===== src/rtl/core/wide_line_to_quad_expander_top_macros.svh =====
// Assertion macros shared by the expander RTL.
// Depends on nothing; included by the modules that carry assertions.
`ifndef WIDE_LINE_TO_QUAD_EXPANDER_TOP_MACROS_SVH
`define WIDE_LINE_TO_QUAD_EXPANDER_TOP_MACROS_SVH

// Consequent must hold in the same cycle as the antecedent.
`define LWQ_ASSERT_NOW(lbl, clk, rst, ante, cons, msg) \
   lbl: assert property (@(posedge clk) disable iff (rst) (ante) |-> (cons)) else $error(msg);

// Consequent must hold in the cycle after the antecedent.
`define LWQ_ASSERT_NEXT(lbl, clk, rst, ante, cons, msg) \
   lbl: assert property (@(posedge clk) disable iff (rst) (ante) |=> (cons)) else $error(msg);

`endif


===== src/rtl/core/lwq_fifo.sv =====
// Two-entry queue between the segment classifier and the normalizer.
// Depends on nothing beyond its width parameter.
`default_nettype none

module lwq_fifo #(
   parameter int DW = 8
) (
   input  wire logic          clock,
   input  wire logic          reset,
   input  wire logic          wr_en,
   input  wire logic [DW-1:0] wr_data,
   output logic               full,
   input  wire logic          rd_en,
   output logic [DW-1:0]      rd_data,
   output logic               empty
);

   logic [DW-1:0] mem_ff [2];
   logic          wp_ff, wp_in;
   logic          rp_ff, rp_in;
   logic [1:0]    cnt_ff, cnt_in;
   logic          do_wr, do_rd;

   // Pointer and fill bookkeeping.
   always_comb begin
      full  = (cnt_ff == 2'd2);
      empty = (cnt_ff == 2'd0);
      do_wr = wr_en && !full;
      do_rd = rd_en && !empty;
      wp_in = do_wr ? !wp_ff : wp_ff;
      rp_in = do_rd ? !rp_ff : rp_ff;
      cnt_in = cnt_ff + 2'(do_wr) - 2'(do_rd);
      rd_data = mem_ff[rp_ff];
   end

   always_ff @(posedge clock) begin
      if (reset) begin
         wp_ff  <= 1'b0;
         rp_ff  <= 1'b0;
         cnt_ff <= 2'd0;
      end else begin
         wp_ff  <= wp_in;
         rp_ff  <= rp_in;
         cnt_ff <= cnt_in;
      end
   end

   // Storage needs no reset.
   always_ff @(posedge clock) begin
      if (do_wr) begin
         mem_ff[wp_ff] <= wr_data;
      end
   end

endmodule

`default_nettype wire


===== config.mk =====
export PLATFORM = sky130hd
export DESIGN_NAME = lwq_fifo
export DESIGN_NICKNAME = d
export VERILOG_FILES = /design/src/rtl/core/wide_line_to_quad_expander_top_macros.svh /design/src/rtl/core/lwq_fifo.sv
export SDC_FILE = /design/constraint.sdc
export NUM_CORES = 1
export LEC_CHECK = 0
export BUFFER_PORTS_ARGS = -buffer_cell sky130_fd_sc_hd__buf_4
export CORE_MARGIN = 1.5
export CORE_UTILIZATION = 30
export CTS_BUF_LIST = sky130_fd_sc_hd__clkbuf_16
export DETAILED_ROUTE_END_ITERATION = 7
export PLACE_DENSITY = 0.61
export SYNTH_ARGS = -nofsm -noshare
export SYNTH_HDL_FRONTEND = slang
export SYNTH_SLANG_ARGS = --single-unit

===== constraint.sdc =====
create_clock -name clock -period 4.1 [get_ports clock]
set_clock_uncertainty 0.1 [all_clocks]
set_input_delay 0.205 -clock clock [delete_from_list [all_inputs] [get_ports clock]]
set_output_delay 0.205 -clock clock [all_outputs]
set_load 0.03 [all_outputs]

==> Word-level counts from Yosys, hierarchy flattened <==
Memory sizes are Yosys's and may differ from the RTL's. A register that Yosys moved wholly into a read port is not among the register bits.
Index checks and enable logic that the tools add are counted.
{ "totals": {"regBits": 4, "ram_bits": 16, "input_bits": 12, "output_inout_bits": 10, "elab_cells": 18, "memories": 1} }
{ "op_classes": {"addsub": 2, "eq_ne": 1, "n_mux": 4, "n_reduce_logical": 7} }
{ "memory_table": {"columns": ["memory", "depth", "width", "rd", "rd_ports_with_merged_regs", "write_ports", "line", "source"], "rows": [
  ["mem_ff", 2, 8, 1, 1, 1, "lwq_fifo.sv:18", "logic [DW-1:0] mem_ff [2];"]
]} }
{ "op_table": {"columns": ["op", "count"], "rows": [
  ["$logic_not A1 Y1", 4],
  ["$mux W1", 4],
  ["$add A2 B1 Y2", 1],
  ["$eq A2 B2 Y1 const B", 1],
  ["$logic_and A1 B1 Y1", 2],
  ["$logic_not A2 Y1", 1],
  ["$sub A2 B1 Y2", 1]
]} }

==> Longest topological paths before layout <==
{ "depth": {"word_depth": 5, "ltp_mapped": 8, "depth_no_buf": 8} }

==> Worst setup path before layout <==
OpenSTA, ideal clock, no wires.
{ "synth_timing": {"path_kind": "reg-to-reg", "from": "register cnt_ff[1]", "to": "register cnt_ff[1]", "setup_ns": 0.078, "arrival_ns": 1.396, "setup_slack_ns": 2.526, "stages_incl_launch_ff": 8, "cell_sequence": "dfxtp_1 > o21a_2 > ha_1 > inv_1 > ha_1 > xor2_1 > and2_1 > nor3_1"} }
{ "synth_via": {"elab_cells_between_ends": 8, "classes_between": "add/sub (2); eq/ne (1); reduce/logical (5)"} }
{ "synth_rtl": {"columns": ["element", "line", "source"], "rows": [
  ["start, declared", "lwq_fifo.sv:21", "logic [1:0] cnt_ff, cnt_in;"],
  ["start signal, assigned", "lwq_fifo.sv:44", "cnt_ff <= cnt_in;"],
  ["$logic_not A2 Y1", "lwq_fifo.sv:27", "empty = (cnt_ff == 2'd0);"],
  ["$logic_not A1 Y1", "lwq_fifo.sv:29", "do_rd = rd_en && !empty;"],
  ["$logic_and A1 B1 Y1", "lwq_fifo.sv:29", null],
  ["named net do_rd", "lwq_fifo.sv:22", "logic do_wr, do_rd;"],
  ["$sub A2 B1 Y2", "lwq_fifo.sv:32", "cnt_in = cnt_ff + 2'(do_wr) - 2'(do_rd);"]
]} }
The timed path passes the listed nets, and every way through them passes these cells.
A chain may end at the register's enable or synchronous reset.

==> metrics <==
CTS tree built; switching power as a share of total power 32.15%; number of pins exceeding their max-slew limit in the final report 0; Switch Pwr 245.1 µW; synth top area cells edfxtp_1 59%, dfxtp_1 12%, mux2_1 6.9%; detailed placer's ending HPWL 900.7 µm; setup bufs post-CTS 0; Chip Height 54.99 µm; Core Footprint 2522 µm²; internal power 517.2 µW; DRT Wirelength 1214 µm; number of hold buffers added after CTS 0; worst hold slack 40.59 ps; pin count of the biggest net entering global routing 13; required time worst endpoint 3800 ps; number of levels in the clock H-tree 1; Setup Slack @ Placement 2443 ps; count leader, synth edfxtp_1; Post-Syn Nets 66; Total Die Area 3023 µm²; detailed-route DRC error count 0; max frequency 0.6048 GHz; power density of the placed cells 705.1 nW/µm²; number of antenna violations at the first check in global routing 0; post-synthesis sequential area ratio 71.60%; CP Data Arrival Time 1350 ps; Worst Reg2Reg Path Length in Cells 7; clock slew seen by the registers of the worst setup and hold paths 60 ps; effective utilization at floorplan 32.14%; capture point of the worst path rd_data[0]; min Tclk post-route 1653 ps; worst reg2reg path endpoint cnt_ff[1]; Max Cap Viol 0; kind of launch point of the worst setup path flop; synthesized area 810.8 µm²; port buffer count 21; Iter 0 DRT Violations 6; worst-margin pin slew 386.7 ps; number of resized instances in the post-cts repair step 0; Post-synth EDFFs 16; Worst-Skew Late Latency 250 ps; clock buffer count from CTS 3; routability congestion estimate 0.6222; top cell type by total area after synthesis edfxtp_1; Final Cycle Share 40.33%; total number of nets in the final design 91; global-route wire length before repair 1828 µm; Tightest Hold Check Type in -> reg; ratio of cells with drive above 1 in the final layout 42.11%; via count normalized by instance count 4.358; chip width 54.99 µm; number of buffers on the longest clock path 2; Syn-to-layout area delta 33.33%; Avg Synthesized Cell Area 15.59 µm²; WL per Instance 11.45 µm; number of distinct library cell variants in the gate-level netlist after synthesis 21; Max transition margin 74.19%; Worst Setup Slack, final 2447 ps; result of the run finished, final reports clean; via count 462; clk sink count 21; root buffer cell clkbuf_16; register bit total from synthesis 21; clock network power share 26.3%; Worst VDD drop 0.0003461 V; largest fanout on the critical path 8; async set-reset flop share out of synthesis 0%; setup repair after global routing missed its margin false; Reg2Reg Setup Slack 2460 ps; number of global-route vias before repair 448; Synth Flop Type edfxtp_1; number of setup violations in the final report 0; residual antenna-violating net count after detailed routing 0; relative contribution of combinational cells to total power 33.7%; standard-cell rows 18; startpoint of the worst register-to-register path cnt_ff[1]; I/O pin count 22; cells after synthesis 52; total instance count after detailed placement 102; first-pass detailed-route iteration total 3; kind of end point of the critical path output pin; sequential share of power 40.0%; number of non-filler instances in the completed layout 106; P_leak 0.0004463 µW; antenna diode instance count 0; total count of hold-check failures in the final report 0; leading post-synthesis cells by instance count 16 x edfxtp_1, 5 x dfxtp_1, 5 x mux2_1, 4 x nor2_1; all-layer global routing usage 8.894%; global route total overflow 0; classification of the worst setup path reg -> out; Yosys top cell area share 59.26%; aggregate negative setup slack 0 ps; Synth Warn # 0
## flip-flops by register name, summed over array words and instances, names as in the netlist, named ones only
register,count
wp_ff,1
rp_ff,1
mem_ff,16
cnt_ff,2
## stage by stage
stage | cell area [µm²] | utilization [%] | total power (µW)
after floorplan | 810.8 | - | 481.8
after CTS | 1081 | 42.86 | 772.6
after detailed placement | 1001 | 39.68 | 570.1
final | 1081 | 42.86 | 762.2
after global placement | 1001 | 39.68 | 564.7
after global routing | 1081 | 42.86 | 806.2
## critical path, cell delays in order, from the launching register on
cell and delay, ps:
dfxtp_1 550, mux2_2 380, buf_4 170
## final cells by class
cell class	count	area, µm²
repair buffers	21	157.7
clock inverters	1	5.005
flip-flops and latches	21	580.6
multi-input cells	26	210.2
clock buffers	3	75.07
fillers	259	1441
well taps	30	37.54
inverters	4	15.01
## how the worst min path moves through the flow
stage,cells past startpoint,endpoint,startpoint
finish,1,mem_ff[1][0],wr_data[0]
global route,1,mem_ff[1][1],wr_data[1]
CTS,1,mem_ff[0][1],wr_data[1]
detailed placement,1,mem_ff[1][4],wr_data[4]
global placement,1,mem_ff[0][2],wr_data[2]
floorplan,1,wp_ff,reset
## cells by family after synthesis
| logic type | after synthesis | share of synthesized area, % |
|---|---|---|
| AO/OA/AOI/OAI | 3 | 2.314 |
| buffers and inverters | 5 | 2.468 |
| adder cells (fa/ha/maj) | 2 | 3.086 |
| flip-flops | 21 | 71.61 |
| AND/OR/NAND/NOR | 11 | 7.254 |
| XOR/XNOR | 2 | 2.161 |
| multiplexers | 8 | 11.11 |
## layer usage
metal | wire length (µm) | share of wire [%] | global-route usage, % | vias up
li1 | - | - | - | 235
met1 | 576 | 47 | 9.760 | 212
met2 | 559 | 46 | 15.48 | 15
met3 | 78 | 6.4 | 3.226 | 0
met4 | 0 | 0 | 3.659 | 0
met5 | 0 | 0 | 0 | -
## cells in the final DEF, fill, tap and decap left out, drive strengths merged
cell and count:
a21oi 1, and2 1, and3 1, buf 21, clkbuf 3, clkinv 1, dfxtp 5, edfxtp 16
ha 2, inv 4, mux2 8, nand2 1, nand2b 1, nor2 4, nor2b 1, nor3 1
o21a 1, o21ai 1, or3 1, xnor2 1, xor2 1
## power by group through the flow
| stage | registers (µW) | clock network, µW | logic [µW] |
|---|---|---|---|
| 4_1_cts | 306 | 206 | 261 |
| 5_1_grt | 312 | 215 | 280 |
| 2_1_floorplan | 293 | 0 | 189 |
| 3_5_place_dp | 310 | 0 | 260 |
| 3_3_place_gp | 308 | 0 | 257 |
| 6_report | 305 | 200 | 257 |
(Power assumes the default switching activity.)
