File: config.mk
export PLATFORM = sky130hd
export DESIGN_NAME = lwq_front
export DESIGN_NICKNAME = d
export VERILOG_FILES = /design/src/rtl/core/wide_line_to_quad_expander_top_macros.svh /design/src/rtl/core/lwq_pkg.sv /design/src/rtl/core/lwq_front.sv
export SDC_FILE = /design/constraint.sdc
export NUM_CORES = 2
export LEC_CHECK = 0
export CELL_PAD_IN_SITES_DETAIL_PLACEMENT = 1
export CELL_PAD_IN_SITES_GLOBAL_PLACEMENT = 2
export CORE_MARGIN = 3
export CORE_UTILIZATION = 46
export DETAILED_ROUTE_END_ITERATION = 12
export DONT_BUFFER_PORTS = 1
export PLACE_DENSITY = 0.95
export SLEW_MARGIN = 25
export SYNTH_ARGS = -nofsm -noshare
export SYNTH_HDL_FRONTEND = slang
export SYNTH_SLANG_ARGS = --single-unit
File: constraint.sdc
create_clock -name clock -period 31 [get_ports clock]
set_input_delay 6.2 -clock clock [delete_from_list [all_inputs] [get_ports clock]]
set_output_delay 6.2 -clock clock [all_outputs]
set_load 0.005 [all_outputs]
File: src/rtl/core/wide_line_to_quad_expander_top_macros.svh
// Assertion macros shared by the expander RTL.
// Depends on nothing; included by the modules that carry assertions.
`ifndef WIDE_LINE_TO_QUAD_EXPANDER_TOP_MACROS_SVH
`define WIDE_LINE_TO_QUAD_EXPANDER_TOP_MACROS_SVH

// Consequent must hold in the same cycle as the antecedent.
`define LWQ_ASSERT_NOW(lbl, clk, rst, ante, cons, msg) \
   lbl: assert property (@(posedge clk) disable iff (rst) (ante) |-> (cons)) else $error(msg);

// Consequent must hold in the cycle after the antecedent.
`define LWQ_ASSERT_NEXT(lbl, clk, rst, ante, cons, msg) \
   lbl: assert property (@(posedge clk) disable iff (rst) (ante) |=> (cons)) else $error(msg);

`endif

File: src/rtl/core/lwq_pkg.sv
// Shared constants, types and functions of the line-to-quad expander.
// Depends on nothing; used by every module of the block but lwq_fifo.
`default_nettype none

package lwq_pkg;

   // Default coordinate width, signed with 8 fractional bits.
   localparam int COORD_WIDTH_DEFAULT = 24;

   // Width of a signed side offset; its magnitude never exceeds the half width.
   localparam int OFF_W = 17;

   // Width of the normalizer working magnitudes.
   localparam int WORK_W = 32;

   // Configuration address width and register indexes.
   localparam int CSR_ADDR_W = 4;
   localparam logic [1:0] REG_ENABLE     = 2'd0;
   localparam logic [1:0] REG_HALF_WIDTH = 2'd1;
   localparam logic [1:0] REG_MIN_LENGTH = 2'd2;
   localparam logic [1:0] REG_ALPHA      = 2'd3;

   // Register reset values.
   localparam logic        ENABLE_RST     = 1'b0;
   localparam logic [15:0] HALF_WIDTH_RST = 16'd384;
   localparam logic [15:0] MIN_LENGTH_RST = 16'd3;
   localparam logic [7:0]  ALPHA_RST      = 8'd200;

   // Color bytes of one segment.
   typedef struct packed {
      logic [7:0] red;
      logic [7:0] green;
      logic [7:0] blue;
   } color_type;

   // Unorm color (256 is 1.0) to a byte: floor(c * 255 / 256), saturated.
   function automatic logic [7:0] to_byte(input logic [8:0] c);
      logic [16:0] prod;
      prod = {c, 8'h00} - 17'(c);
      to_byte = (prod[16]) ? 8'hFF : prod[15:8];
   endfunction

endpackage

`default_nettype wire

File: src/rtl/core/lwq_front.sv
// Front end: registers a segment, drops disabled and short ones and picks the side axis.
// Depends on lwq_pkg.
`default_nettype none

module lwq_front #(
   parameter int W = lwq_pkg::COORD_WIDTH_DEFAULT
) (
   input  wire logic                clock,
   input  wire logic                reset,
   input  wire logic                push,
   output logic                     full,
   input  wire logic signed [W-1:0] start_x,
   input  wire logic signed [W-1:0] start_y,
   input  wire logic signed [W-1:0] start_z,
   input  wire logic signed [W-1:0] end_x,
   input  wire logic signed [W-1:0] end_y,
   input  wire logic signed [W-1:0] end_z,
   input  wire logic [8:0]          color_red,
   input  wire logic [8:0]          color_green,
   input  wire logic [8:0]          color_blue,
   input  wire logic                enable,
   input  wire logic [15:0]         min_length,
   input  wire logic                fifo_full,
   output logic                     fifo_push,
   output logic [3*W-1:0]           job_p0,
   output logic [3*W-1:0]           job_p1,
   output logic signed [W:0]        job_a,
   output logic signed [W:0]        job_b,
   output logic                     job_fb,
   output lwq_pkg::color_type       job_color
);

   logic                v_ff, v_in;
   logic signed [W-1:0] s_ff [3];
   logic signed [W-1:0] e_ff [3];
   logic [8:0]          c_ff [3];
   logic                load;
   logic signed [W:0]   d [3];
   logic [W:0]          mag [3];
   logic [2:0]          fits16;
   logic [31:0]         sq [3];
   logic [33:0]         sum2, sum3, lim2;
   logic                short2, short3, drop, advance;

   // Deltas, magnitudes and squared lengths of the held word.
   always_comb begin
      for (int j = 0; j < 3; j++) begin
         d[j]      = {e_ff[j][W-1], e_ff[j]} - {s_ff[j][W-1], s_ff[j]};
         mag[j]    = d[j][W] ? (W+1)'(-d[j]) : (W+1)'(d[j]);
         fits16[j] = (mag[j][W:16] == '0);
         sq[j]     = mag[j][15:0] * mag[j][15:0];
      end
      sum2   = 34'(sq[0]) + 34'(sq[1]);
      sum3   = sum2 + 34'(sq[2]);
      lim2   = 34'(min_length * min_length);
      short2 = fits16[0] && fits16[1] && (sum2 < lim2);
      short3 = (&fits16) && (sum3 < lim2);
      drop   = !enable || short3;
   end

   // Handshake: the held word leaves when dropped or when the queue has room.
   always_comb begin
      advance   = v_ff && (drop || !fifo_full);
      full      = v_ff && !advance;
      load      = push && !full;
      fifo_push = v_ff && !drop && !fifo_full;
      v_in      = load || (v_ff && !advance);
   end

   // Job word for the normalizer.
   always_comb begin
      job_p0    = {s_ff[2], s_ff[1], s_ff[0]};
      job_p1    = {e_ff[2], e_ff[1], e_ff[0]};
      job_fb    = short2;
      job_a     = short2 ? d[2] : d[1];
      job_b     = short2 ? -d[1] : -d[0];
      job_color.red   = lwq_pkg::to_byte(c_ff[0]);
      job_color.green = lwq_pkg::to_byte(c_ff[1]);
      job_color.blue  = lwq_pkg::to_byte(c_ff[2]);
   end

   always_ff @(posedge clock) begin
      if (reset) begin
         v_ff <= 1'b0;
      end else begin
         v_ff <= v_in;
      end
   end

   always_ff @(posedge clock) begin
      if (load) begin
         s_ff[0] <= start_x;
         s_ff[1] <= start_y;
         s_ff[2] <= start_z;
         e_ff[0] <= end_x;
         e_ff[1] <= end_y;
         e_ff[2] <= end_z;
         c_ff[0] <= color_red;
         c_ff[1] <= color_green;
         c_ff[2] <= color_blue;
      end
   end

endmodule

`default_nettype wire

Word-level counts from Yosys, hierarchy flattened
Memory sizes are Yosys's and may differ from the RTL's.
Index checks and enable logic that the tools add are counted.
{ "op_classes": {"muxes": 10, "n_eq_ne": 0, "n_shift": 0, "bitwise": 0, "mul": 4, "reduce_logical": 20, "addsub": 11, "magnitude_cmp": 2, "div_mod_pow": 0} }
{ "ops": {"columns": ["operator", "count"], "rows": [
  ["$mul 16x16->32", 4],
  ["$mux 25", 5],
  ["$neg 25->25", 3],
  ["$sub 24x24->25", 3],
  ["$sub 17x9->17", 3],
  ["$add 33x32->34", 1],
  ["$lt 34x32->1", 1],
  ["$add 32x32->33", 1],
  ["$lt 33x32->1", 1],
  ["$logic_not 9->1", 3],
  ["$mux 8", 3],
  ["$logic_and 1x1->1", 8],
  ["$logic_not 1->1", 5],
  ["$logic_or 1x1->1", 3],
  ["$reduce_and 3->1", 1],
  ["$mux 1", 2]
]} }
{ "totals": {"latch_bits": 0, "reg_bits": 1, "word_cells": 51, "romBits": 0, "output_inout_bits": 221, "memories": 3, "ram_bits": 171} }
{ "memory_table": {"columns": ["memory", "words", "word_bits", "rd", "rd_clocked_by_memory_dff", "write_ports", "line", "source"], "rows": [
  ["e_ff", 3, 24, 3, 0, 3, "lwq_front.sv:35", "logic signed [W-1:0] e_ff [3];"],
  ["s_ff", 3, 24, 3, 0, 3, "lwq_front.sv:34", "logic signed [W-1:0] s_ff [3];"],
  ["c_ff", 3, 9, 3, 0, 3, "lwq_front.sv:36", "logic [8:0] c_ff [3];"]
]} }

Depth between registers and ports, before layout
An unclocked memory read counts as a cell.
{ "depth": {"ltp_word": 18, "ltp_mapped": 68} }

Least setup slack after synthesis
OpenSTA, ideal clock, no wires.
{ "synth_timing": {"path_kind": "flip-flop to output port", "start": "mem e_ff[0][0] (netlist name)", "end": "out full", "slack_ns": 9.889, "stages_incl_launch_ff": 66, "t_arrival_ns": 14.911, "t_required_ns": 24.800, "path_buffers": 1, "path_cell_list": "edfxtp_1 > inv_1 > ha_1 > inv_1 > fa_1 > a21o_1 > a22oi_1 > a21oi_1 > a211o_1 > a41o_1 > a31oi_1 > mux2i_1 > clkbuf_1 > nor2_1 > xor2_1 > clkinv_1 > nand2_1 > fa_1 > [30 not listed] > a21o_1 > a21o_1 > a21oi_1 > xnor2_1 > ha_1 > a21o_1 > a21o_1 > a21o_1 > a21o_1 > a21oi_1 > a2bb2oi_1 > a31oi_1 > o21ai_0 > nand2b_1 > a2111oi_0 > nand4_1 > o31ai_1 > inv_1"} }
{ "synth_rtl": {"columns": ["item", "line", "source"], "rows": [
  ["from (decl)", "lwq_front.sv:35", null],
  ["to (decl)", "lwq_front.sv:11", "output logic full,"]
]} }

==> results_dict.tcl <==
set metrics [dict create \
    status "completed" \
    drive_gt1_frac 0.0347 \
    whs_ps 715 \
    hold_class "flip-flop to flip-flop" \
    post-dp-hpwl_um 113000 \
    crit_path_max_fanout 13 \
    hold_buffers 0 \
    drc_errors 0 \
    synth-edff-count 171 \
    dieArea_mm2 0.0984 \
    drt_iter0_drc 1438 \
    synth_area_leaders "fa_1 34%, ha_1 15%, edfxtp_1 12%, inv_1 10%, nor2_1 3.3%" \
    cts_tree "yes" \
    syn_inst 4730 \
    critPathRequiredTime_ps 24800 \
    grt_pass1_vias 37700 \
    layout_commonest_cell "inv_1" \
    synth.distinct_cells 79 \
    io_pins 413 \
    fin_area_mm2 0.0458 \
    fin_skew_ps 18.0 \
    crit_path_frequent_cell "fa_1" \
    die_width_um 314 \
    yosys_register_bits 172 \
    drt_pass1_iterations 5 \
    drv_cap 0 \
    crit_slowest_cell "a2111oi_0" \
    worstPathArrival_ps 18070 \
    period_share 0.783 \
    wl_um 128000 \
    grt_max_degree 91 \
    grt_usage 0.262 \
    nNetsFinal 6182 \
    cp_top_family "adder cells" \
    ys.flop_type "edfxtp_1" \
    rsz0062_at_grt "false" \
    finalSetupViolCount 0 \
    row_count 112 \
    worst_pin_slew_ps 953 \
    reg2regPathDepth 66 \
    synth_nets 6200 \
    crit_type "flip-flop to output pin" \
    synthesis.area_mm2 0.0436 \
    synth_top_area_cell "fa_1" \
    io_buffers 0 \
    dpl_cell_area_mm2 0.0452 \
    start_util 0.465 \
    slew_violations 0 \
    grt.overflow.total 0 \
    clk_pin_slew_ps 80 \
    period_minus_slack_ps 24270 \
    cts_resized 0 \
    crit_cells 65 \
    ant_nets 0 \
    grt_pass1_wl_um 202000 \
    numCtsBuffers 17 \
    maxSlewHeadroom 0.348 \
    cts_setup_buffers 0 \
    yosysTopAreaCellShare 0.345 \
    antenna_found_initial 8 \
    vias 32900 \
    worstSetupStartpointType "flip-flop" \
    synthArstFlopShare 0 \
    fmax_mhz 41.2 \
    cts_buffer_depth 2 \
    clkSinkCount 172 \
    place.gp.congestion 0.912 \
    die_h_um 314 \
    holdPathStages 3 \
    area_growth_pct 5.22 \
    vias_per_cell 5.49 \
    synth.avg_cell_area_um2 9.21 \
    finalHoldViolCount 0 \
    fin_tns_setup_ps 0 \
    cp_num_buf_inv 14 \
    cp-end-kind "output pin" \
    critical-path-max-stage-delay_ps 830 \
    yosysSeqAreaShare 0.118 \
    wl_per_cell_um 21.3 \
    core_mm2 0.0936 \
    root_buffer "clkbuf_16" \
    ys_warn_count 0 \
    layout_common_cells "1170 x inv_1, 750 x fa_1, 528 x ha_1" \
    htree_num_levels 4 \
    clock_latency_ps 470 \
]
## final timing paths
| check | start | endpoint | slack, ps |
|---|---|---|---|
| setup / recovery | s_ff[0][24] | full | 6730 |
| hold reg to reg | v_ff | v_ff | 720 |
| hold / removal | v_ff | v_ff | 720 |
| setup reg to reg | s_ff[0][24] | s_ff[0][49] | 11950 |
## cells in the mapped netlist (all sizes together) (6+ instances only)
cell type / n
nand3b: 16
fa: 750
a31o: 11
and4: 6
a211oi: 20
clkbuf: 86
o31a: 6
a21oi: 144
o31ai: 18
a21o: 94
and2: 64
nor3: 65
mux2: 17
edfxtp: 171
a2111oi: 11
a31oi: 16
xnor2: 162
clkinv: 10
or4: 12
o311a: 6
mux2i: 46
nor2b: 33
nand3: 55
nand2b: 64
ha: 528
o21a: 31
xor2: 85
and3: 18
or2: 49
a21boi: 6
nor3b: 10
a221o: 6
nand2: 288
o2111ai: 10
o21bai: 17
a221oi: 6
buf: 6
nor2: 384
nor4: 10
o211ai: 20
o21ai: 88
or3: 24
nand4: 24
inv: 1170
a211o: 7
## flip-flops by register name, indices dropped and copies added, names as in the netlist
| signal | count |
|---|---|
| v_ff | 1 |
| c_ff | 27 |
| e_ff | 72 |
| s_ff | 72 |
## tightest hold or removal path, cell delays in order, from the launching register on
cell and delay (ps):
dfxtp_1 310, and3_1 180, o31ai_1 100, a21oi_1 80
## layer usage
metal | routed length [µm] | share of wire | vias to the layer above | GRT usage
li1 | - | - | 14900 | -
met1 | 47900 | 0.38 | 16900 | 0.298
met2 | 68300 | 0.54 | 821 | 0.492
met3 | 6640 | 0.052 | 253 | 0.0432
met4 | 4780 | 0.037 | 0 | 0.0963
met5 | 0 | 0 | - | 0
## through the flow
| step | std cells | utilization | worst slack, ps |
|---|---|---|---|
| 3_3_place_gp | 5946 | 0.483 | 7660 |
| 3_5_place_dp | 5946 | 0.483 | 7240 |
| 2_1_floorplan | 4730 | - | 9890 |
| 5_1_grt | 5983 | 0.490 | 5560 |
| 4_1_cts | 5978 | 0.489 | 6700 |
| 6_report | 5984 | 0.490 | 6730 |
## cells by family (layout without fill, tap and decap cells)
kind of cell / Yosys count / after routing / synth area share
flops: 172 / 172 / 0.118
other cells: 0 / 5 / 0
compound gates: 566 / 566 / 0.0878
buf+inv: 1272 / 1267 / 0.110
xor+xnor: 247 / 247 / 0.0497
simple gates: 1132 / 1132 / 0.123
fa+ha+maj: 1278 / 1278 / 0.496
mux: 63 / 63 / 0.0150
## final cells by class
cell class	count	area [µm²]
fillers	11000	47800
multi-input cells	3286	33600
flip-flops and latches	172	5150
inverters	1180	4430
well taps	1254	1570
repair buffers	55	437
clock buffers	17	425
clock inverters	15	173
diodes	5	12.5
Power is left out: the tool's default activity adds up to more than one toggle a clock period on the data nets, which glitch-free logic cannot reach.
