==> config.mk <==
export PLATFORM = sky130hd
export DESIGN_NAME = lwq_emit
export DESIGN_NICKNAME = d
export VERILOG_FILES = /design/src/rtl/core/lwq_pkg.sv /design/src/rtl/core/lwq_emit.sv
export VERILOG_INCLUDE_DIRS = /design/src /design/src/rtl/core
export SDC_FILE = /design/constraint.sdc
export NUM_CORES = 1
export LEC_CHECK = 0
export ABC_AREA = 1
export BUFFER_PORTS_ARGS = -buffer_cell sky130_fd_sc_hd__buf_2
export CAP_MARGIN = 40
export CORE_MARGIN = 4
export CORE_UTILIZATION = 40
export CTS_BUF_LIST = sky130_fd_sc_hd__clkbuf_4 sky130_fd_sc_hd__clkbuf_8
export DETAILED_ROUTE_END_ITERATION = 10
export PLACE_DENSITY_LB_ADDON = 0.15
export SETUP_SLACK_MARGIN = 0.02
export SYNTH_ARGS = -nofsm -noshare
export SYNTH_HDL_FRONTEND = slang
export SYNTH_SLANG_ARGS = --single-unit
==> constraint.sdc <==
create_clock -name clock -period 17.2 [get_ports clock]
set_input_delay 2.58 -clock clock [delete_from_list [all_inputs] [get_ports clock]]
set_output_delay 2.58 -clock clock [all_outputs]
set_load 0.02 [all_outputs]
==> src/rtl/core/wide_line_to_quad_expander_top_macros.svh <==
// Assertion macros shared by the expander RTL.
// Depends on nothing; included by the modules that carry assertions.
`ifndef WIDE_LINE_TO_QUAD_EXPANDER_TOP_MACROS_SVH
`define WIDE_LINE_TO_QUAD_EXPANDER_TOP_MACROS_SVH

// Consequent must hold in the same cycle as the antecedent.
`define LWQ_ASSERT_NOW(lbl, clk, rst, ante, cons, msg) \
   lbl: assert property (@(posedge clk) disable iff (rst) (ante) |-> (cons)) else $error(msg);

// Consequent must hold in the cycle after the antecedent.
`define LWQ_ASSERT_NEXT(lbl, clk, rst, ante, cons, msg) \
   lbl: assert property (@(posedge clk) disable iff (rst) (ante) |=> (cons)) else $error(msg);

`endif

==> src/rtl/core/lwq_pkg.sv <==
// Shared constants, types and functions of the line-to-quad expander.
// Depends on nothing; used by every module of the block but lwq_fifo.
`default_nettype none

package lwq_pkg;

   // Default coordinate width, signed with 8 fractional bits.
   localparam int COORD_WIDTH_DEFAULT = 24;

   // Width of a signed side offset; its magnitude never exceeds the half width.
   localparam int OFF_W = 17;

   // Width of the normalizer working magnitudes.
   localparam int WORK_W = 32;

   // Configuration address width and register indexes.
   localparam int CSR_ADDR_W = 4;
   localparam logic [1:0] REG_ENABLE     = 2'd0;
   localparam logic [1:0] REG_HALF_WIDTH = 2'd1;
   localparam logic [1:0] REG_MIN_LENGTH = 2'd2;
   localparam logic [1:0] REG_ALPHA      = 2'd3;

   // Register reset values.
   localparam logic        ENABLE_RST     = 1'b0;
   localparam logic [15:0] HALF_WIDTH_RST = 16'd384;
   localparam logic [15:0] MIN_LENGTH_RST = 16'd3;
   localparam logic [7:0]  ALPHA_RST      = 8'd200;

   // Color bytes of one segment.
   typedef struct packed {
      logic [7:0] red;
      logic [7:0] green;
      logic [7:0] blue;
   } color_type;

   // Unorm color (256 is 1.0) to a byte: floor(c * 255 / 256), saturated.
   function automatic logic [7:0] to_byte(input logic [8:0] c);
      logic [16:0] prod;
      prod = {c, 8'h00} - 17'(c);
      to_byte = (prod[16]) ? 8'hFF : prod[15:8];
   endfunction

endpackage

`default_nettype wire

==> src/rtl/core/lwq_emit.sv <==
// Vertex stage: holds one quad and sends its four vertices, one word each.
// Depends on lwq_pkg and the assertion macro header.
`default_nettype none
`include "wide_line_to_quad_expander_top_macros.svh"

module lwq_emit #(
   parameter int W = lwq_pkg::COORD_WIDTH_DEFAULT
) (
   input  wire logic                             clock,
   input  wire logic                             reset,
   input  wire logic                             job_valid,
   output logic                                  job_take,
   input  wire logic [3*W-1:0]                   job_p0,
   input  wire logic [3*W-1:0]                   job_p1,
   input  wire logic signed [lwq_pkg::OFF_W-1:0] job_off_x,
   input  wire logic signed [lwq_pkg::OFF_W-1:0] job_off_y,
   input  wire logic signed [lwq_pkg::OFF_W-1:0] job_off_z,
   input  wire lwq_pkg::color_type               job_color,
   input  wire logic [7:0]                       alpha_value,
   output logic                                  empty,
   input  wire logic                             pop,
   output logic signed [W-1:0]                   vert_x,
   output logic signed [W-1:0]                   vert_y,
   output logic signed [W-1:0]                   vert_z,
   output logic                                  tex_s,
   output logic                                  tex_t,
   output logic [7:0]                            out_red,
   output logic [7:0]                            out_green,
   output logic [7:0]                            out_blue,
   output logic [7:0]                            out_alpha,
   output logic                                  last_vertex
);

   localparam logic signed [W+1:0] HI = $signed({3'b000, {(W-1){1'b1}}});
   localparam logic signed [W+1:0] LO = $signed({3'b111, {(W-1){1'b0}}});

   logic                busy_ff, busy_in;
   logic [1:0]          k_ff, k_in;
   logic [3*W-1:0]      p0_ff, p1_ff, base_vec;
   logic signed [lwq_pkg::OFF_W-1:0] off_ff [3];
   lwq_pkg::color_type  color_ff;
   logic                done_word, plus;
   logic signed [W-1:0] base;
   logic signed [W+1:0] sum;
   logic signed [W-1:0] vert [3];

   // Word sequencing: a new quad loads when idle or as the last word leaves.
   always_comb begin
      empty     = !busy_ff;
      done_word = pop && busy_ff;
      job_take  = job_valid && (!busy_ff || (done_word && (k_ff == 2'd3)));
      busy_in   = busy_ff;
      k_in      = k_ff;
      if (done_word) begin
         if (k_ff == 2'd3) begin
            busy_in = job_take;
            k_in    = 2'd0;
         end else begin
            k_in = k_ff + 2'd1;
         end
      end else if (job_take) begin
         busy_in = 1'b1;
         k_in    = 2'd0;
      end
   end

   // Corner coordinates with saturation.
   always_comb begin
      plus     = k_ff[1] ^ k_ff[0];
      base_vec = k_ff[1] ? p1_ff : p0_ff;
      base     = '0;
      sum      = '0;
      for (int j = 0; j < 3; j++) begin
         base = $signed(base_vec[j*W +: W]);
         sum  = plus ? (W+2)'(base) + (W+2)'(off_ff[j])
                     : (W+2)'(base) - (W+2)'(off_ff[j]);
         if (sum > HI) begin
            vert[j] = HI[W-1:0];
         end else if (sum < LO) begin
            vert[j] = LO[W-1:0];
         end else begin
            vert[j] = sum[W-1:0];
         end
      end
      vert_x      = vert[0];
      vert_y      = vert[1];
      vert_z      = vert[2];
      tex_s       = k_ff[1];
      tex_t       = plus;
      out_red     = color_ff.red;
      out_green   = color_ff.green;
      out_blue    = color_ff.blue;
      out_alpha   = alpha_value;
      last_vertex = (k_ff == 2'd3);
   end

   always_ff @(posedge clock) begin
      if (reset) begin
         busy_ff <= 1'b0;
         k_ff    <= 2'd0;
      end else begin
         busy_ff <= busy_in;
         k_ff    <= k_in;
      end
   end

   always_ff @(posedge clock) begin
      if (job_take) begin
         p0_ff     <= job_p0;
         p1_ff     <= job_p1;
         off_ff[0] <= job_off_x;
         off_ff[1] <= job_off_y;
         off_ff[2] <= job_off_z;
         color_ff  <= job_color;
      end
   end

   // A quad is only replaced once its fourth word has gone.
   `LWQ_ASSERT_NOW(a_take_when_free, clock, reset, job_take, !busy_ff || (done_word && k_ff == 2'd3), "quad overwritten early")
   // A word other than the fourth keeps the queue side non-empty.
   `LWQ_ASSERT_NEXT(a_mid_quad_busy, clock, reset, done_word && k_ff != 2'd3, busy_ff && k_ff == $past(k_ff) + 2'd1, "quad cut short")
   // After the fourth word with nothing waiting the stage is empty.
   `LWQ_ASSERT_NEXT(a_drain, clock, reset, done_word && k_ff == 2'd3 && !job_valid, !busy_ff, "stale quad repeated")

endmodule

`default_nettype wire

Yosys cells after proc, flatten, opt, wreduce, memory -nomap -nowiden

Memories as Yosys holds them, arrays and structs flattened.
Index checks and enable logic that the tools add are counted.

Add/sub/neg operators: 7
Magnitude comparators: 6
Eq/ne operators: 2
Mux-type cells: 18
Bitwise logic cells: 1
Reductions and logical operators: 7

Operators with widths:

| kind                                                          | count |
|---|---|
| 2-to-1 mux 24 bit                                             | 6 |
| > comparator 26 x 24 -> 1 bit (second input constant)         | 3 |
| less-than comparator 26 x 24 -> 1 bit (second input constant) | 3 |
| 2-to-1 mux 26 bit                                             | 3 |
| adder 24 x 17 -> 25 bit                                       | 3 |
| subtractor 24 x 17 -> 25 bit                                  | 3 |
| 2-to-1 mux 72 bit                                             | 1 |
| 2-to-1 mux 2 bit                                              | 3 |
| 2-to-1 mux 1 bit                                              | 5 |
| logical AND 1 bit                                             | 3 |
| adder 2 x 1 -> 2 bit (second input constant)                  | 1 |
| == test 2 bit (second input constant)                         | 1 |
| != test 2 bit (second input constant)                         | 1 |
| AND reduction 2 bit                                           | 1 |
| nonzero test 2 bit                                            | 1 |
| zero test 1 bit                                               | 1 |
| logical OR 1 bit                                              | 1 |
| XOR 1 bit                                                     | 1 |

Register bits after elaboration: 171
Memory bits (writable): 51
Word-level logic and storage cells: 49
Memories: 1

Memories:

| name   | words | bits a word | read ports | clocked after memory_dff | write ports | RTL line       | RTL |
|---|---|---|---|---|---|---|---|
| off_ff | 3     | 17          | 3          | 0                        | 3           | lwq_emit.sv:40 | `logic signed [lwq_pkg::OFF_W-1:0] off_ff [3];` |

Longest topological paths before layout

Gate-level depths: netlist (run 1).

Word-level depth: 6
Mapped depth: 25
Mapped depth without buffers: 24

Worst setup path after synthesis (run 1)

Ideal clock, no wire load.

Path type: input to output
Start: input port pop
End: output port job_take
Arrival time: 12,013 ps
Required time: 14,620 ps
Slack: 2,607 ps
Cell stages on the path: 2
Path buffers: 0
Cells stage by stage: a21oi_1 > nor2_1

Word-level cells in the longest chain between the ends: 4

Ends and longest elaborated chain:

| element           | RTL line       | RTL |
|---|---|---|
| from (decl)       | lwq_emit.sv:21 | `input wire logic pop,` |
| logical AND 1 bit | lwq_emit.sv:50 | `done_word = pop && busy_ff;` |
| logical AND 1 bit | lwq_emit.sv:51 | `job_take = job_valid && (!busy_ff \|\| (done_word && (k_ff == 2'd3)));` |
| logical OR 1 bit  | lwq_emit.sv:51 |  |
| logical AND 1 bit | lwq_emit.sv:51 |  |
| to (decl)         | lwq_emit.sv:12 | `output logic job_take,` |

Every way passes these cells.

Final worst setup path (run 1)

Start: register k_ff[1]
End: output port vert_y[3]

Word-level cells in the longest chain between the ends: 6
Elaborated cells between the ends (all ways): 9
Classes of those cells: 2 x add/sub; 2 x order compare; 4 x mux; 1 x bitwise

Ends and longest elaborated chain:

| element                                                                 | RTL line                       | RTL |
|---|---|---|
| from (decl)                                                             | lwq_emit.sv:38                 | `logic [1:0] k_ff, k_in;` |
| from (signal assigned)                                                  | lwq_emit.sv:103                | `k_ff <= k_in;` |
| 2-to-1 mux 72 bit                                                       | lwq_emit.sv:70                 | `base_vec = k_ff[1] ? p1_ff : p0_ff;` |
| subtractor 24 x 17 -> 25 bit or adder 24 x 17 -> 25 bit (tied branches) | lwq_emit.sv:76, lwq_emit.sv:75 |  |
| 2-to-1 mux 26 bit (*)                                                   | lwq_emit.sv:75                 | `sum = plus ? (W+2)'(base) + (W+2)'(off_ff[j])` |
| less-than comparator 26 x 24 -> 1 bit                                   | lwq_emit.sv:79                 | `end else if (sum < LO) begin` |
| 2-to-1 mux 24 bit                                                       | lwq_emit.sv:79                 |  |
| 2-to-1 mux 24 bit (*)                                                   | lwq_emit.sv:77                 | `if (sum > HI) begin` |
| to (decl)                                                               | lwq_emit.sv:23                 | `output logic signed [W-1:0] vert_y,` |

Mark *: on every way between the ends. The rest lies on a longest branch, timed or not.

==> qor.yml, run 1 <==
status:
  status: "finished clean"
route:
  via_count: 11900
  routed_via_density: 4.85
  drt_iter0_drc: 580
  postRouteAntennaNets: 0
  totalWireLength_mm: 40.9
  drt-pass1-iter-count: 5
  wl_per_cell_um: 16.7
  drc_errors: 0
global_routing:
  grt_pass1_vias: 12100
  grt_pass1_wl_mm: 63.3
  grt_max_degree: 182
  grt_use_total: 0.204
  grt_overflow_total: 0
  antenna_found_initial: 6
worst_setup_path:
  r2r_slack_ns: 14.11
  reg2reg_to: "p0_ff[50]"
  critPathCaptureType: "primary output"
  crit_end: "vert_y[3]"
  crit_type: "flip-flop to primary output"
  start_kind: "flip-flop"
  crit_required_ns: 14.62
  r2r_start: "k_ff[1]"
  crit_path_max_fanout: 39
  rr_worst_depth: 5
  cp.arrival_ns: 4.76
  setup.worst_path.start: "k_ff[1]"
layout:
  area_delta_synth_final_pct: 19.1
  seq_area_mm2: 0.00664
  layout-drive-gt1-share: 0.291
  multi_input_area_mm2: 0.00708
  nFillCells: 3505
  fin_nets: 2270
synth:
  yosysWarnings: 0
  synth_nets: 1936
  yosysMostFrequentCell: "nand2_1"
  synth_top_cell_area_share: 0.449
  syn_inst: 1626
  synth.top_cells.by_area: "edfxtp_1 (45%), nand2_1 (12%), ha_1 (6.5%)"
  yosysTopAreaCell: "edfxtp_1"
  ys.flop_type: "edfxtp_1"
  netlist_top_cells_count: "nand2_1 (451), edfxtp_1 (219), inv_1 (170)"
  syn_area_mm2: 0.0146
  synth_cell_types: 38
  yosysSeqAreaShare: 0.453
  avgSynthCellArea_um2: 9.01
  synth-seq-cells: 222
  synthArstFlopShare: 0
  synth_edf_count: 219
floorplan:
  die_area_mm2: 0.0397
  io_pins: 340
  initial_core_util: 0.409
  rows: 69
  dieWidth_um: 199
  die_height_um: 199
  core_mm2: 0.0358
clocking:
  cts_resized: 0
  clock-sinks: 222
  cts_tree: "built"
  cts_hold_buffers: 0
  clock_latency_ns: 0.56
  htreeDepth: 2
  path_clk_slew_ns: 0.05
  clock_path_buffers: 3
  root_buffer: "clkbuf_8"
  numCtsBuffers: 41
  post-cts-setup-buffers: 0
timing:
  skew_ns: 0.0167
  max_clock_freq_mhz: 136
  relSlewSlack: 0.335
  setup_viol: 0
  fin_ws_ns: 9.86
  grt_setup_unrepaired: "false"
  post-route-period-util: 0.427
  fin_hold_ws_ns: 0.493
  layout_min_cycle_time_ns: 7.34
  tns_ns: 0
  hold_viol_final: 0
  tightest_slew_ns: 0.998
  slew_violations: 0
place:
  dp_slack_ns: 10.41
  port-buffer-count: 323
  dpl.hpwl_mm: 32.7
  gp_congestion: 0.966
pwr:
  leakage_uw: 0.00816
  peakVddDrop_mv: 0.0742
  p_per_area_mw_per_mm2: 104
min_path:
  hp-class: "flip-flop to flip-flop"
run:
  cap_violations: 0
==> where the power goes <==
part	total (uW)	switching [uW]	internal, uW
clock	494	214	280
combinational	675	443	232
sequential	644	11.9	632
==> worst max-delay path, stage by stage (launching register included) <==
cell     delay [ns]
dfxtp_4        0.57
ha_1           0.30
buf_4          0.27
inv_2          0.60
o31ai_1        0.20
xor2_1         0.19
inv_1          0.07
ha_1           0.40
nand2_1        0.15
nor2_2         0.17
nand2_1        0.09
nor2_1         0.10
nand2_1        0.08
nand3_1        0.09
nand2_1        0.05
nand2_1        0.10
nand3_2        0.34
nand2_1        0.18
nand2_1        0.06
buf_2          0.16
==> per-stage QoR <==
| step | instance area (um^2) | std cells | power, uW | utilization |
|---|---|---|---|---|
| floorplan | 14600 | 1626 | 1160 | - |
| global placement | 16600 | 2377 | 1330 | 0.464 |
| detailed placement | 16600 | 2378 | 1330 | 0.465 |
| CTS | 17400 | 2448 | 1840 | 0.487 |
| global route | 17400 | 2448 | 1940 | 0.487 |
| finish | 17400 | 2450 | 1810 | 0.487 |
==> state kept, by name, indices dropped and copies added, names as in the netlist <==
signal	cells
k_ff	2
out_green	8
off_ff	51
out_red	8
p0_ff	72
p1_ff	72
busy_ff	1
out_blue	8
==> logic make-up (layout without fill, tap and decap cells) <==
kind of cell | after synthesis | after routing | share of synthesized area
AO/OA/AOI/OAI | 147 | 147 | 0.0558
adder cells (fa/ha/maj) | 79 | 79 | 0.0690
multiplexers | 69 | 69 | 0.0531
other | 0 | 2 | 0
XOR/XNOR | 100 | 100 | 0.0598
AND/OR/NAND/NOR | 793 | 793 | 0.245
flip-flops | 222 | 222 | 0.453
buffers and inverters | 216 | 577 | 0.0642
==> final cells by class <==
class,count,share of cell area
diodes,2,0.000287
clock buffers,52,0.0378
clock inverters,18,0.00782
inverters,180,0.0387
multi-input cells,1188,0.406
flip-flops and latches,222,0.381
well taps,461,0.0331
repair buffers,327,0.0962
==> worst min path at each step <==
stage                     cells past startpoint       to  slack (ns)    start
final                                         2  k_ff[0]        0.49  k_ff[0]
after global routing                          2  k_ff[0]        0.52  k_ff[0]
after CTS                                     2  k_ff[0]        0.50  k_ff[0]
after detailed placement                      2  k_ff[0]        0.48  k_ff[0]
after global placement                        2  k_ff[0]        0.47  k_ff[0]
after floorplan                               2  k_ff[0]        0.45  k_ff[0]
==> layout by cell type, fill, tap and decap left out, types with 5 or more instances in the layout <==
master and count:
mux2_2 69, a21oi_1 69, clkbuf_4 9, o21bai_1 18, xor2_1 75, nand3_2 11
edfxtp_1 219, o21ai_0 45, clkinv_1 9, nand3_4 5, clkbuf_8 43, xnor2_1 25
nand2_1 451, nor2_2 13, inv_1 170, nor3_1 17, nor2_1 122, nand4_1 21
buf_2 323, nand3_1 67, and2_1 5, ha_1 76, inv_2 10, a31oi_1 6
nand2_2 65
==> per-layer routing <==
| metal | vias up | share of wire | GRT usage |
|---|---|---|---|
| met5 | - | 0.0014 | 0 |
| met2 | 341 | 0.48 | 0.350 |
| li1 | 6083 | - | - |
| met4 | 10 | 0.021 | 0.0606 |
| met3 | 59 | 0.067 | 0.0460 |
| met1 | 5401 | 0.43 | 0.259 |
No activity file was read; power rests on OpenSTA's default activity.
==> run 2, diff against run 1 <==
- clock period: 17.2 -> 6.1 ns (I/O delays scaled with it)
==> run 2 against run 1 <==
Effect of this change: first-iteration DRC count is 7.1% higher; sequential cell count unchanged; critical endpoint is now vert_x[1]; register-to-register slack got worse by 11 ns; die area unchanged; utilization is essentially flat; worst setup slack got worse by 9.2 ns.
==> qor.yml, run 2 (synthesis gave the netlist of run 1 again) <==
status:
  status: "finished clean"
run:
  cap_violations: 0  # unchanged
place:
  dpl.hpwl_mm: 33.3  # +1.9%
  dp_cells: 2381  # +0.13%
  port-buffer-count: 323  # unchanged
  gp_congestion: 0.936  # -3.1%
worst_setup_path:
  crit_type: "flip-flop to primary output"
  critPathCaptureType: "primary output"
  crit_path_max_fanout: 23  # -41%
  reg2reg_to: "p1_ff[29]"
  cp.arrival_ns: 4.52  # -0.24 ns
  crit_end: "vert_x[1]"
  rr_worst_depth: 6  # +1
  setup.worst_path.start: "off_ff[0][2]"
  r2r_start: "k_ff[1]"
  start_kind: "flip-flop"
  r2r_slack_ns: 3.32  # -10.79 ns
  crit_required_ns: 5.18  # -9.44 ns
route:
  routed_via_density: 4.88  # +0.43%
  wl_met2_mm: 20.0  # +1.9%
  top_layer: "met5"
  drc_errors: 0  # unchanged
  route.layer.met1.wl_mm: 17.5  # -0.42%
  route.met3.wl_mm: 3.01  # +9.8%
  drt_iter0_drc: 621  # +7.1%
  wl_per_cell_um: 16.9  # +1.2%
  drt-pass1-iter-count: 5  # unchanged
  totalWireLength_mm: 41.3  # +1.2%
  via_count: 11900  # +0.39%
  postRouteAntennaNets: 0  # unchanged
timing:
  hold_viol_final: 0  # unchanged
  layout_min_cycle_time_ns: 5.43
  relSlewSlack: 0.428  # +0.0933
  grt_setup_unrepaired: "false"
  max_clock_freq_mhz: 184
  post-route-period-util: 0.890
  tightest_slew_ns: 0.858  # -0.140 ns
  slew_violations: 0  # unchanged
  skew_ns: 0.0147  # -0.00201 ns
  fin_hold_ws_ns: 0.490  # -0.00289 ns
  setup_viol: 0  # unchanged
  tns_ns: 0  # unchanged
clocking:
  post-cts-setup-buffers: 0  # unchanged
  cts_resized: 0  # unchanged
  clock_path_buffers: 3  # unchanged
  cts_hold_buffers: 0  # unchanged
  numCtsBuffers: 39  # -4.9%
  clock-sinks: 222  # unchanged
  cts_tree: "built"
  htreeDepth: 2  # unchanged
  root_buffer: "clkbuf_8"
  clock_latency_ns: 0.57  # about the same
  path_clk_slew_ns: 0.06  # about the same
layout:
  layout-drive-gt1-share: 0.292  # +0.00101
  area_delta_synth_final_pct: 19.2  # about the same
  fin_nets: 2271  # +0.044%
  final_cell_mix: "nand2_1 (451), buf_2 (323), edfxtp_1 (219)"
  mostFrequentLayoutCell: "nand2_1"
  nFillCells: 3491  # -0.40%
  top_regs: "p0_ff x72, p1_ff x72, off_ff x51"
  seq_area_mm2: 0.00664  # unchanged
  multi_input_area_mm2: 0.00708  # unchanged
  finalNonFillerCells: 2449  # -0.041%
pwr:
  p_per_area_mw_per_mm2: 296  # +190%
  power_frac_seq: 0.351  # -0.004
  p_sw_uw: 1890  # +180%
  leakage_uw: 0.00818  # +0.26%
  p_comb_frac: 0.369  # -0.003
  switching_share: 0.366  # -0.00303
  clkPwrFrac: 0.280  # +0.008
  intPower_uw: 3280  # +190%
  peakVddDrop_mv: 0.186  # +150%
floorplan:
  rows: 69  # unchanged
  dieWidth_um: 199  # unchanged
  die_height_um: 199  # unchanged
  die_area_mm2: 0.0397  # unchanged
  core_mm2: 0.0358  # unchanged
  io_pins: 340  # unchanged
  initial_core_util: 0.409  # unchanged
global_routing:
  grt_overflow_total: 0  # unchanged
  antenna_found_initial: 5  # -1
  grt_pass1_wl_mm: 63.1  # -0.30%
  grt_pass1_vias: 12000  # -0.83%
  grt_max_degree: 57  # -69%
  grt_use_total: 0.203  # -0.000495
min_path:
  hp-class: "flip-flop to flip-flop"
-- run 2: worst max-delay path, cell delays in order, from the launching register on --
cell and delay (ns):
edfxtp_1 0.43, nor2_1 0.12, nand2_1 0.07, nor2_1 0.09
inv_1 0.06, nor2_1 0.13, nand2_1 0.10, nor2_1 0.19
nand2_1 0.12, o21ai_0 0.46, o21ai_0 0.16, ha_1 0.40
nand2_1 0.15, nor2_2 0.16, nand2_1 0.08, nor2_1 0.13
nand2_2 0.07, nand3_1 0.08, nand2_1 0.06, nand2_2 0.09
nand3_4 0.33, nand2_1 0.21, nand2_1 0.06, buf_2 0.17
-- run 2: worst min path at each step --
stage                     depth (start not counted)         to  startpoint
after floorplan                                   2    k_ff[0]     k_ff[0]
after global placement                            2    k_ff[0]     k_ff[0]
final                                             2    k_ff[0]     k_ff[0]
after global routing                              1  p1_ff[28]  job_p1[28]
after detailed placement                          2    k_ff[0]     k_ff[0]
after CTS                                         1   p0_ff[5]   job_p0[5]
-- run 2: layout make-up --
class,count,area share
diodes,1,0.000143
clock buffers,51,0.0363
clock inverters,16,0.0102
inverters,180,0.0387
multi-input cells,1188,0.405
flip-flops and latches,222,0.380
well taps,461,0.0330
repair buffers,330,0.0963
-- run 2: through the flow --
stage          utilization  worst slack (ns)  instance area, um^2  power, uW
2_1_floorplan            -             0.892                14700       3240
3_3_place_gp         0.464              1.34                16600       3750
3_5_place_dp         0.465              1.24                16700       3760
4_1_cts              0.487             0.594                17500       5240
5_1_grt              0.487            0.0693                17500       5500
6_report             0.487             0.670                17500       5170
-- run 2: layer usage --
layer,up-vias,global-route usage
met3,55,0.0529
met1,5425,0.255
met4,10,0.0521
met2,370,0.351
met5,-,0
li1,6080,-
-- run 2: power groups by stage --
stage | Clock, uW | Combinational [uW] | Sequential, uW
global placement | 0 | 1910 | 1840
floorplan | 0 | 1390 | 1850
detailed placement | 0 | 1920 | 1850
global route | 1570 | 2110 | 1820
finish | 1450 | 1910 | 1820
CTS | 1500 | 1930 | 1820
